`src/rtl/stt_pkg.sv`:
```
// Shared types and constants of the scrolling text terminal.
// Depends on nothing; every other file but assert_macros.svh imports it.
package stt_pkg;

    localparam int CHAR_W  = 7;
    localparam int CMD_W   = 2;
    localparam int BLINK_W = 16;
    localparam int NL_W    = 2;
    localparam int CFG_W   = 16;

    // Command codes of an input word
    typedef enum logic [CMD_W-1:0] {
        CMD_WRITE = 2'd0,
        CMD_TICK  = 2'd1,
        CMD_CLEAR = 2'd2,
        CMD_READ  = 2'd3
    } cmd_t;

    // Configuration register indexes
    typedef enum logic [0:0] {
        REG_BLINK_PERIOD  = 1'b0,
        REG_NEWLINE_LIMIT = 1'b1
    } reg_idx_t;

    // Character codes
    localparam logic [CHAR_W-1:0] CHAR_SPACE = 7'h20;
    localparam logic [CHAR_W-1:0] CHAR_DEL   = 7'h7F;
    localparam logic [CHAR_W-1:0] CHAR_CR    = 7'h0D;
    localparam logic [CHAR_W-1:0] CHAR_LF    = 7'h0A;

    // Reset values of the configuration registers
    localparam logic [BLINK_W-1:0] BLINK_PERIOD_RST  = 16'd500;
    localparam logic [NL_W-1:0]    NEWLINE_LIMIT_RST = 2'd2;

endpackage

```
`src/rtl/stt_state.sv`:
```
// Cursor, newline filter, blink timer, ring row pointer and row valid bits.
// Computes one word's results combinationally; depends on stt_pkg.
module stt_state #(
    parameter int SCREEN_ROWS = 24,
    parameter int SCREEN_COLS = 40
) (
    input  logic                                  clk,
    input  logic                                  rst_n,
    input  logic                                  cfg_we,
    input  stt_pkg::reg_idx_t                     cfg_index,
    input  logic [stt_pkg::CFG_W-1:0]             cfg_data,
    input  logic                                  fire,
    input  logic [stt_pkg::CMD_W-1:0]             command,
    input  logic [stt_pkg::CHAR_W-1:0]            char_code,
    input  logic [$clog2(SCREEN_ROWS)-1:0]        read_row,
    input  logic [$clog2(SCREEN_COLS+1)-1:0]      read_col,
    output logic                                  echo_valid,
    output logic [stt_pkg::CHAR_W-1:0]            echo_char,
    output logic                                  cell_valid,
    output logic [$clog2(SCREEN_ROWS)-1:0]        cell_row,
    output logic [$clog2(SCREEN_COLS+1)-1:0]      cell_col,
    output logic [stt_pkg::CHAR_W-1:0]            cell_char,
    output logic                                  scrolled,
    output logic                                  cursor_visible,
    output logic [$clog2(SCREEN_ROWS)-1:0]        cursor_row,
    output logic [$clog2(SCREEN_COLS+1)-1:0]      cursor_col,
    output logic                                  mem_we,
    output logic [$clog2(SCREEN_ROWS)-1:0]        mem_row,
    output logic [$clog2(SCREEN_COLS)-1:0]        mem_col,
    output logic                                  rd_ok,
    output logic                                  rd_row_valid,
    output logic [$clog2(SCREEN_ROWS)-1:0]        rd_phys
);
    import stt_pkg::*;

    localparam int ROW_W = $clog2(SCREEN_ROWS);
    localparam int COL_W = $clog2(SCREEN_COLS + 1);
    localparam int CA_W  = $clog2(SCREEN_COLS);
    localparam logic [ROW_W-1:0] LAST_ROW = ROW_W'(SCREEN_ROWS - 1);
    localparam logic [ROW_W:0]   ROWS_C   = (ROW_W+1)'(SCREEN_ROWS);
    localparam logic [COL_W-1:0] COLS_C   = COL_W'(SCREEN_COLS);

    // Configuration
    logic [BLINK_W-1:0] period_reg;
    logic [NL_W-1:0]    nl_limit_reg;

    // Terminal state
    logic [ROW_W-1:0]       row_reg, row_next;
    logic [COL_W-1:0]       col_reg, col_next;
    logic [NL_W-1:0]        nl_run_reg, nl_run_next;
    logic                   cursor_on_reg, cursor_on_next;
    logic [BLINK_W-1:0]     blink_reg, blink_next;
    logic [ROW_W-1:0]       top_reg, top_next;
    logic [SCREEN_ROWS-1:0] row_valid_reg, row_valid_next;

    logic [CHAR_W-1:0]  ch;
    logic               keep;
    logic               is_nl;
    logic               adv_row;
    logic [COL_W-1:0]   t_col;
    logic [ROW_W-1:0]   top_plus;
    logic [BLINK_W-1:0] blink_sum;

    // Map a screen row to its storage row through the ring pointer
    function automatic logic [ROW_W-1:0] phys_row(
        input logic [ROW_W-1:0] top,
        input logic [ROW_W-1:0] r
    );
        logic [ROW_W:0] s;
        s = {1'b0, top} + {1'b0, r};
        if (s >= ROWS_C)
            s = s - ROWS_C;
        return s[ROW_W-1:0];
    endfunction

    assign top_plus  = (top_reg == LAST_ROW) ? '0 : top_reg + ROW_W'(1);
    assign blink_sum = blink_reg + BLINK_W'(1);

    // Read lookup
    assign rd_ok = (cmd_t'(command) == CMD_READ) && ({1'b0, read_row} < ROWS_C)
                   && (read_col < COLS_C);
    assign rd_phys      = phys_row(top_reg, read_row);
    assign rd_row_valid = rd_ok && row_valid_reg[rd_phys];

    // Work out the next state and the result of one word
    always_comb
    begin
        row_next       = row_reg;
        col_next       = col_reg;
        nl_run_next    = nl_run_reg;
        cursor_on_next = cursor_on_reg;
        blink_next     = blink_reg;
        top_next       = top_reg;
        row_valid_next = row_valid_reg;
        echo_valid     = 1'b0;
        echo_char      = '0;
        cell_valid     = 1'b0;
        cell_row       = '0;
        cell_col       = '0;
        cell_char      = '0;
        scrolled       = 1'b0;
        mem_we         = 1'b0;
        mem_row        = '0;
        mem_col        = '0;
        ch             = char_code;
        keep           = 1'b0;
        is_nl          = 1'b0;
        adv_row        = 1'b0;
        t_col          = '0;

        case (cmd_t'(command))
            CMD_WRITE:
            begin
                cursor_on_next = 1'b0;
                // drop DEL and control codes other than CR and LF
                keep = !(ch == CHAR_DEL ||
                         (ch < CHAR_SPACE && ch != CHAR_CR && ch != CHAR_LF));
                if (ch == CHAR_CR)
                    ch = CHAR_LF;
                is_nl = (ch == CHAR_LF);
                // limit runs of newlines
                if (keep)
                begin
                    if (is_nl)
                    begin
                        if (nl_run_reg >= nl_limit_reg)
                            keep = 1'b0;
                        else
                            nl_run_next = nl_run_reg + NL_W'(1);
                    end
                    else
                        nl_run_next = '0;
                end
                // advance a row on newline or pending wrap, scroll at the bottom
                adv_row = keep && (is_nl || col_reg >= COLS_C);
                if (adv_row)
                begin
                    col_next = '0;
                    if (row_reg == LAST_ROW)
                    begin
                        scrolled               = 1'b1;
                        top_next               = top_plus;
                        row_valid_next[top_reg] = 1'b0;
                    end
                    else
                        row_next = row_reg + ROW_W'(1);
                end
                if (keep)
                begin
                    echo_valid = 1'b1;
                    echo_char  = ch;
                end
                // store a printable character
                if (keep && !is_nl)
                begin
                    t_col      = adv_row ? '0 : col_reg;
                    mem_row    = scrolled ? top_reg : phys_row(top_reg, row_next);
                    mem_col    = t_col[CA_W-1:0];
                    mem_we     = 1'b1;
                    cell_valid = 1'b1;
                    cell_row   = row_next;
                    cell_col   = t_col;
                    cell_char  = ch;
                    col_next   = t_col + COL_W'(1);
                    row_valid_next[mem_row] = 1'b1;
                end
            end
            CMD_TICK:
            begin
                if (blink_sum >= period_reg)
                begin
                    blink_next     = '0;
                    cursor_on_next = !cursor_on_reg;
                end
                else
                    blink_next = blink_sum;
            end
            CMD_CLEAR:
            begin
                row_next       = '0;
                col_next       = '0;
                row_valid_next = '0;
            end
            default:
            begin
                // read: no state change
            end
        endcase
    end

    assign cursor_visible = cursor_on_next;
    assign cursor_row     = row_next;
    assign cursor_col     = col_next;

    // Hold configuration and advance state on each processed word
    always_ff @(posedge clk or negedge rst_n)
    begin
        if (!rst_n)
        begin
            period_reg    <= BLINK_PERIOD_RST;
            nl_limit_reg  <= NEWLINE_LIMIT_RST;
            row_reg       <= '0;
            col_reg       <= '0;
            nl_run_reg    <= '0;
            cursor_on_reg <= 1'b0;
            blink_reg     <= '0;
            top_reg       <= '0;
            row_valid_reg <= '0;
        end
        else
        begin
            if (cfg_we)
            begin
                case (cfg_index)
                    REG_BLINK_PERIOD:  period_reg   <= cfg_data[BLINK_W-1:0];
                    REG_NEWLINE_LIMIT: nl_limit_reg <= cfg_data[NL_W-1:0];
                    default:           period_reg   <= period_reg;
                endcase
            end
            if (fire)
            begin
                row_reg       <= row_next;
                col_reg       <= col_next;
                nl_run_reg    <= nl_run_next;
                cursor_on_reg <= cursor_on_next;
                blink_reg     <= blink_next;
                top_reg       <= top_next;
                row_valid_reg <= row_valid_next;
            end
        end
    end

endmodule

```
`config.mk`:
```
export PLATFORM = sky130hd
export DESIGN_NAME = stt_state
export DESIGN_NICKNAME = d
export VERILOG_FILES = /design/src/rtl/stt_pkg.sv /design/src/rtl/stt_state.sv
export SDC_FILE = /design/constraint.sdc
export NUM_CORES = 1
export LEC_CHECK = 0
export CORE_MARGIN = 2
export CORE_UTILIZATION = 33
export DETAILED_ROUTE_END_ITERATION = 16
export DONT_BUFFER_PORTS = 1
export PLACE_DENSITY = 0.46
export SYNTH_ARGS = -nofsm -noshare
export SYNTH_HDL_FRONTEND = slang
export SYNTH_SLANG_ARGS = --single-unit
```
`constraint.sdc`:
```
create_clock -name clk -period 5.35 [get_ports clk]
set_input_delay 1.07 -clock clk [delete_from_list [all_inputs] [get_ports clk]]
set_output_delay 1.07 -clock clk [all_outputs]
set_load 0.005 [all_outputs]
```
==> results.md, run 1 <==
- Rel. slew slack: 25.0%
- DRC: 0
- Arrival time worst endpoint: 4.03 ns
- Area of the die: 18600 um^2
- Leakage: 2.76 nW
- Hold Vio Cnt, Final: 0
- Mapped Cells: 674
- Pin count of the biggest net entering global routing: 78
- Reg power frac: 41.8%
- Ports: 100
- Cell Int Power: 1.17 mW
- Worst-Margin Slew: 1.12 ns
- Core area: 17200 um^2
- Max incr delay on CP: 0.38 ns
- Syn Nets: 754
- Main synth FF type: dfrtp_1
- Initial antenna violation count: 0
- Initial Util: 33.6%
- Final worst-path cycle share: 95.4%
- Max_cap viols: 0
- Unique masters post-synth: 72
- CP cell instances: and3b_1, o21ai_2, mux2_4, and2_4, nand2_1, mux2_2, ha_1, a21oi_1, a21bo_2, and2_1, mux2i_1, mux2i_1, nor2_1
- Fillers: 1753
- Slew Limit Fails: 0
- Final core utilization: 35.9%
- Post-synthesis cell area: 5790 um^2
- Cts hold-fix bufs: 0
- Cell total after placement: 861
- Total CTS buffers: 9
- Grt ovf: 0
- NumNets Final: 727
- DR pass1 iterations: 4
- Fmax: 196 MHz
- CP endpoint kind: primary output
- Vias in the first global route: 4877
- CTS tree: yes
- Vias per inst: 5.56
- WS Path Type: primary input to primary output
- Async SR Flop Fraction: 100%
- H-tree levels: 3
- Worst r2r dst: row_valid_reg[3]
- Largest register FFs: 24
- Most frequent cell on the critical path: mux2i_1
- Final min period: 5.10 ns
- Worst setup margin: 0.245 ns
- GP Congestion: 0.821
- Comb power frac: 21.3%
- Avg Cell Area, Syn: 8.59 um^2
- # rows: 48
- CP Max Fanout: 10
- Hold Crit Class: primary input to async pin
- Seq cells post-synth: 77
- Dpl hpwl: 11200 um
- PwrDens: 268 nW/um^2
- CP required: 4.28 ns
- Die extent in y: 136 um
- Flop-to-flop setup slack: 1.38 ns
- Setup Viol. Count Final: 0
- Wire length per cell: 17.7 um
- CTS clk-pin slew, worst paths: 0.06 ns
- CTS sink cnt: 77
- Clk Latency, worst-skew pair: 0.34 ns
- Area Overhead vs Synth: 7.07%
- Post-CTS Setup Repair Bufs: 0
- Post-route ant nets: 0
- IO Port Bufs: 0
- CTS Buffer Depth: 2
- Aggregate routed wire length: 15500 um
- Layout cell share with drive strength beyond 1: 8.90%
- Setup_tns: 0 ns
- Routed vias: 4872
- Number of cells on the worst reg-to-reg path: 15
- Root Driver: clkbuf_16
- Clock group share of total power: 36.9%
- Post-Place Worst Slack: 0.256 ns
- Seq/Total Area, Yosys: 33.4%
- Peak supply drop: 0.163 mV
- Initial DRC count: 255
- Antenna cell count: 0
- Sw Pwr: 495 uW
- Startpoint Class: primary input
- CTS resizes: 0
- Clock Skew: 0.00834 ns
- Status: finished, final reports clean
- Post-synth EDFFs: 0
- Ys Warns: 0
- Overall power: 1.66 mW
- Final non-filler cell total: 877
- Worst R2R Start: nl_limit_reg[1]
- Net Sw Frac: 29.8%
- GRT Total Usage: 17.3%
- Chip width: 136 um
- RSZ-0062 raised after global routing: no
- First-pass GRT wire length: 25400 um
- Worst path slowest cell: mux2_4
==> through the flow <==
| stage | instance area, um^2 | hold slack [ns] |
|---|---|---|
| after global placement | 5900 | 0.494 |
| final | 6200 | 0.424 |
| after global routing | 6200 | 0.410 |
| after CTS | 6200 | 0.411 |
| after detailed placement | 5900 | 0.495 |
| after floorplan | 5790 | 0.465 |
==> cells in the final DEF (no fill, tap or decap), drive strengths merged, types with 10 or more instances in the layout <==
cell,count
and3,22
o21ai,86
o211ai,28
a21oi,16
nor3,14
a21o,11
nand2,98
ha,37
clkbuf,12
inv,28
nand4,10
nand3,18
xnor2,11
nor2,25
dfrtp,70
a31oi,10
and2,17
nor2b,10
==> routing by layer <==
layer  GRT usage, %  vias up  share of wire [%]
li1               -     2387                  -
met1           24.1     2342                 48
met2           27.4      128                 46
met3           3.13       15                4.8
met4           5.03        0                1.1
met5              0        -                  0
==> power groups by stage <==
stage               registers, mW  clock network (mW)  logic [mW]
detailed placement          0.704                   0       0.358
CTS                         0.695               0.632       0.362
floorplan                   0.683                   0       0.293
global route                0.705               0.653       0.407
finish                      0.695               0.613       0.354
global placement            0.703                   0       0.346
==> worst max-delay path by stage <==
stage / start / end / slack, ns / depth (start not counted)
2_1_floorplan: char_code[0] / mem_row[3] / 0.42 / 13
3_3_place_gp: char_code[0] / mem_row[3] / 0.32 / 12
3_5_place_dp: char_code[0] / mem_row[3] / 0.26 / 12
4_1_cts: char_code[0] / mem_row[3] / 0.26 / 12
5_1_grt: char_code[6] / mem_row[4] / 0.009 / 13
6_report: char_code[0] / mem_row[4] / 0.25 / 13
==> worst max-delay path, delay by kind of cell <==
kind / cells / cell delay (ns)
multiplexers: 4 / 1.12
AO/OA/AOI/OAI: 3 / 0.73
adder cells (fa/ha/maj): 1 / 0.35
AND/OR/NAND/NOR: 5 / 0.76
==> layout make-up <==
| cell class | instances | area, um^2 | share of cell area, % |
|---|---|---|---|
| inverters | 29 | 109 | 1.76 |
| well taps | 225 | 282 | 4.54 |
| clock inverters | 4 | 47.5 | 0.767 |
| clock buffers | 12 | 246 | 3.98 |
| multi-input cells | 524 | 3530 | 57.0 |
| repair buffers | 6 | 45.0 | 0.727 |
| flip-flops and latches | 77 | 1940 | 31.2 |
==> Yosys cell counts, drive strengths merged (16+ instances only) <==
cell / count / area (um^2)
inv: 28 / 105
nor2: 25 / 93.8
ha: 37 / 463
and2: 17 / 109
o211ai: 28 / 210
nand2: 98 / 370
and3: 22 / 138
a21oi: 16 / 80.1
clkbuf: 30 / 113
o21ai: 86 / 438
dfrtp: 70 / 1750
nand3: 18 / 95.1
==> logic make-up after synthesis <==
kind of cell	count (synthesis)	share of synthesized area [%]
AND/OR/NAND/NOR	246	21.9
AO/OA/AOI/OAI	198	22.2
flip-flops	77	33.4
buffers and inverters	73	5.58
adder cells (fa/ha/maj)	39	8.69
multiplexers	22	5.32
XOR/XNOR	19	2.88
Power figures use the tool's default switching activity.
==> run 2: changes to the inputs <==
--- a/config.mk
+++ b/config.mk
@@ -10,6 +10,7 @@
 export DETAILED_ROUTE_END_ITERATION = 16
 export DONT_BUFFER_PORTS = 1
 export PLACE_DENSITY = 0.46
+export REMOVE_ABC_BUFFERS = 1
 export SYNTH_ARGS = -nofsm -noshare
 export SYNTH_HDL_FRONTEND = slang
 export SYNTH_SLANG_ARGS = --single-unit
==> results.md, run 2 (synthesis results as in run 1) <==
- Metal3 WL: 869 um (was 741 um)
- DR pass1 iterations: 6 (was 4)
- CTS resizes: 0 (unchanged)
- Worst Setup SP: char_code[6] (was char_code[0])
- CTS sink cnt: 77 (unchanged)
- Arrival time worst endpoint: 4.03 ns (about the same)
- Highest Signal Layer: met4 (unchanged)
- Footprint of the multi-input gates: 3530 um^2 (unchanged)
- CP cell instances: nor4b_4, o21ai_2, mux2_4, and2_4, nand2_1, mux2_2, ha_1, a21oi_1, nand3b_1, and2_1, a31o_2, o211a_1 (was and3b_1, o21ai_2, mux2_4, and2_4, nand2_1, mux2_2, ha_1, a21oi_1, a21bo_2, and2_1, mux2i_1, mux2i_1, nor2_1)
- Initial antenna violation count: 0 (unchanged)
- Clk Latency, worst-skew pair: 0.34 ns (about the same)
- Final worst-path cycle share: 95.3% (was 95.4%)
- H-tree levels: 3 (unchanged)
- Core area: 17200 um^2 (unchanged)
- WS Path Type: primary input to primary output (unchanged)
- CP required: 4.28 ns (about the same)
- NumNets Final: 730 (was 727)
- Leakage: 2.78 nW (was 2.76 nW)
- Hold Vio Cnt, Final: 0 (unchanged)
- Final non-filler cell total: 879 (was 877)
- Max_cap viols: 0 (unchanged)
- Grt ovf: 0 (unchanged)
- Chip width: 136 um (unchanged)
- CTS Buffer Depth: 2 (unchanged)
- Layout cell share with drive strength beyond 1: 9.33% (was 8.90%)
- Setup Viol. Count Final: 0 (unchanged)
- Max incr delay on CP: 0.37 ns (was 0.38 ns)
- First-pass GRT wire length: 25300 um (was 25400 um)
- Number of cells on the worst reg-to-reg path: 16 (was 15)
- PwrDens: 274 nW/um^2 (was 268 nW/um^2)
- Worst r2r dst: row_valid_reg[2] (was row_valid_reg[3])
- CP endpoint kind: primary output (unchanged)
- Post-route ant nets: 0 (unchanged)
- Commonest non-fill, non-tap cell in the layout: nand2_1 (unchanged)
- Status: finished, final reports clean (unchanged)
- Root Driver: clkbuf_16 (unchanged)
- Antenna cell count: 0 (unchanged)
- Hold Crit Class: primary input to async pin (unchanged)
- Initial Util: 33.6% (unchanged)
- Post-CTS Setup Repair Bufs: 0 (unchanged)
- Seq. cell area: 1940 um^2 (unchanged)
- Total CTS buffers: 9 (unchanged)
- Pin count of the biggest net entering global routing: 78 (unchanged)
- CP Max Fanout: 10 (unchanged)
- Worst R2R Start: nl_run_reg[0] (was nl_limit_reg[1])
- # rows: 48 (unchanged)
- Rel. slew slack: 29.7% (was 25.0%)
- Area of the die: 18600 um^2 (unchanged)
- Wire length per cell: 17.6 um (was 17.7 um)
- Worst path slowest cell: mux2_4 (unchanged)
- DRC: 0 (unchanged)
- Aggregate routed wire length: 15500 um (about the same)
- GP Congestion: 0.826 (was 0.821)
- Worst-Margin Slew: 1.05 ns (was 1.12 ns)
- Clock Skew: 0.00753 ns (was 0.00834 ns)
- Largest register FFs: 24 (unchanged)
- RSZ-0062 raised after global routing: no (unchanged)
- Vias in the first global route: 4662 (was 4877)
- Cell total after placement: 864 (was 861)
- Final min period: 5.10 ns (about the same)
- Area Overhead vs Synth: 7.83% (was 7.07%)
- Setup_tns: 0 ns (unchanged)
- Commonest non-fill, non-tap cells in the layout: 97 x nand2_1, 72 x o21ai_0, 70 x dfrtp_1 (unchanged)
- Slew Limit Fails: 0 (unchanged)
- Routed wl met2: 6920 um (was 7090 um)
- Dpl hpwl: 11200 um (about the same)
- Peak supply drop: 0.150 mV (was 0.163 mV)
- Die extent in y: 136 um (unchanged)
- Vias per inst: 5.61 (was 5.56)
- DRT met1 WL: 7540 um (was 7530 um)
- CTS tree: yes (unchanged)
- Routed vias: 4929 (was 4872)
- Ports: 100 (unchanged)
- Fmax: 196 MHz (about the same)
- Final core utilization: 36.2% (was 35.9%)
- Initial DRC count: 292 (was 255)
- Cts hold-fix bufs: 0 (unchanged)
- Fillers: 1755 (was 1753)
- IO Port Bufs: 0 (unchanged)
- Startpoint Class: primary input (unchanged)
- CTS clk-pin slew, worst paths: 0.06 ns (about the same)
- Flop-to-flop setup slack: 1.33 ns (was 1.38 ns)
- GRT Total Usage: 17.4% (was 17.3%)
==> run 2: cell count changes in the layout (fill, tap and decap cells not counted) <==
cell,change
clkinv_2,-1
buf_4,+3
bufinv_16,+1
clkbuf_1,-1
==> run 2: stage by stage <==
| step | setup WS (ns) | hold WS, ns | total power, mW | area (um^2) |
|---|---|---|---|---|
| floorplan | 0.509 | 0.465 | 0.961 | 5570 |
| global placement | 0.312 | 0.493 | 1.05 | 5920 |
| detailed placement | 0.262 | 0.491 | 1.06 | 5920 |
| CTS | 0.247 | 0.407 | 1.73 | 6240 |
| global route | 0.0583 | 0.404 | 1.82 | 6240 |
| finish | 0.249 | 0.425 | 1.71 | 6240 |
==> run 2: critical path, delay by kind of cell <==
family                     cells  cell delay (ns)
muxes                          2             0.72
adders and majority gates      1             0.36
AOI/OAI and AO/OA              4             0.91
and+or+nand+nor                5             0.97
==> run 2: per-layer routing <==
metal | track usage [%] | vias to the layer above
met5 | 0 | -
met4 | 5.50 | 0
met3 | 3.77 | 12
met2 | 26.0 | 143
met1 | 25.1 | 2372
li1 | - | 2402
==> run 2: power by group <==
| group | leakage (nW) | switching [mW] | internal, mW |
|---|---|---|---|
| logic | 1.66 | 0.200 | 0.151 |
| registers | 0.968 | 0.0500 | 0.643 |
| clock network | 0.152 | 0.247 | 0.418 |
| total | 2.78 | 0.497 | 1.21 |
==> run 2: area by class of cell <==
class	count	share of cell area [%]
clock buffer	11	3.89
timing repair buffer	9	1.08
tap	225	4.51
clock inverter	4	1.16
sequential	77	31.0
inverter	29	1.74
multi-input combinational	524	56.6
==> run 2: worst max-delay path by stage <==
stage | cells after the start | slack, ns | to
global route | 13 | 0.06 | mem_row[4]
floorplan | 12 | 0.51 | mem_row[3]
global placement | 12 | 0.31 | mem_row[3]
CTS | 12 | 0.25 | mem_row[3]
detailed placement | 12 | 0.26 | mem_row[3]
finish | 12 | 0.25 | mem_row[3]
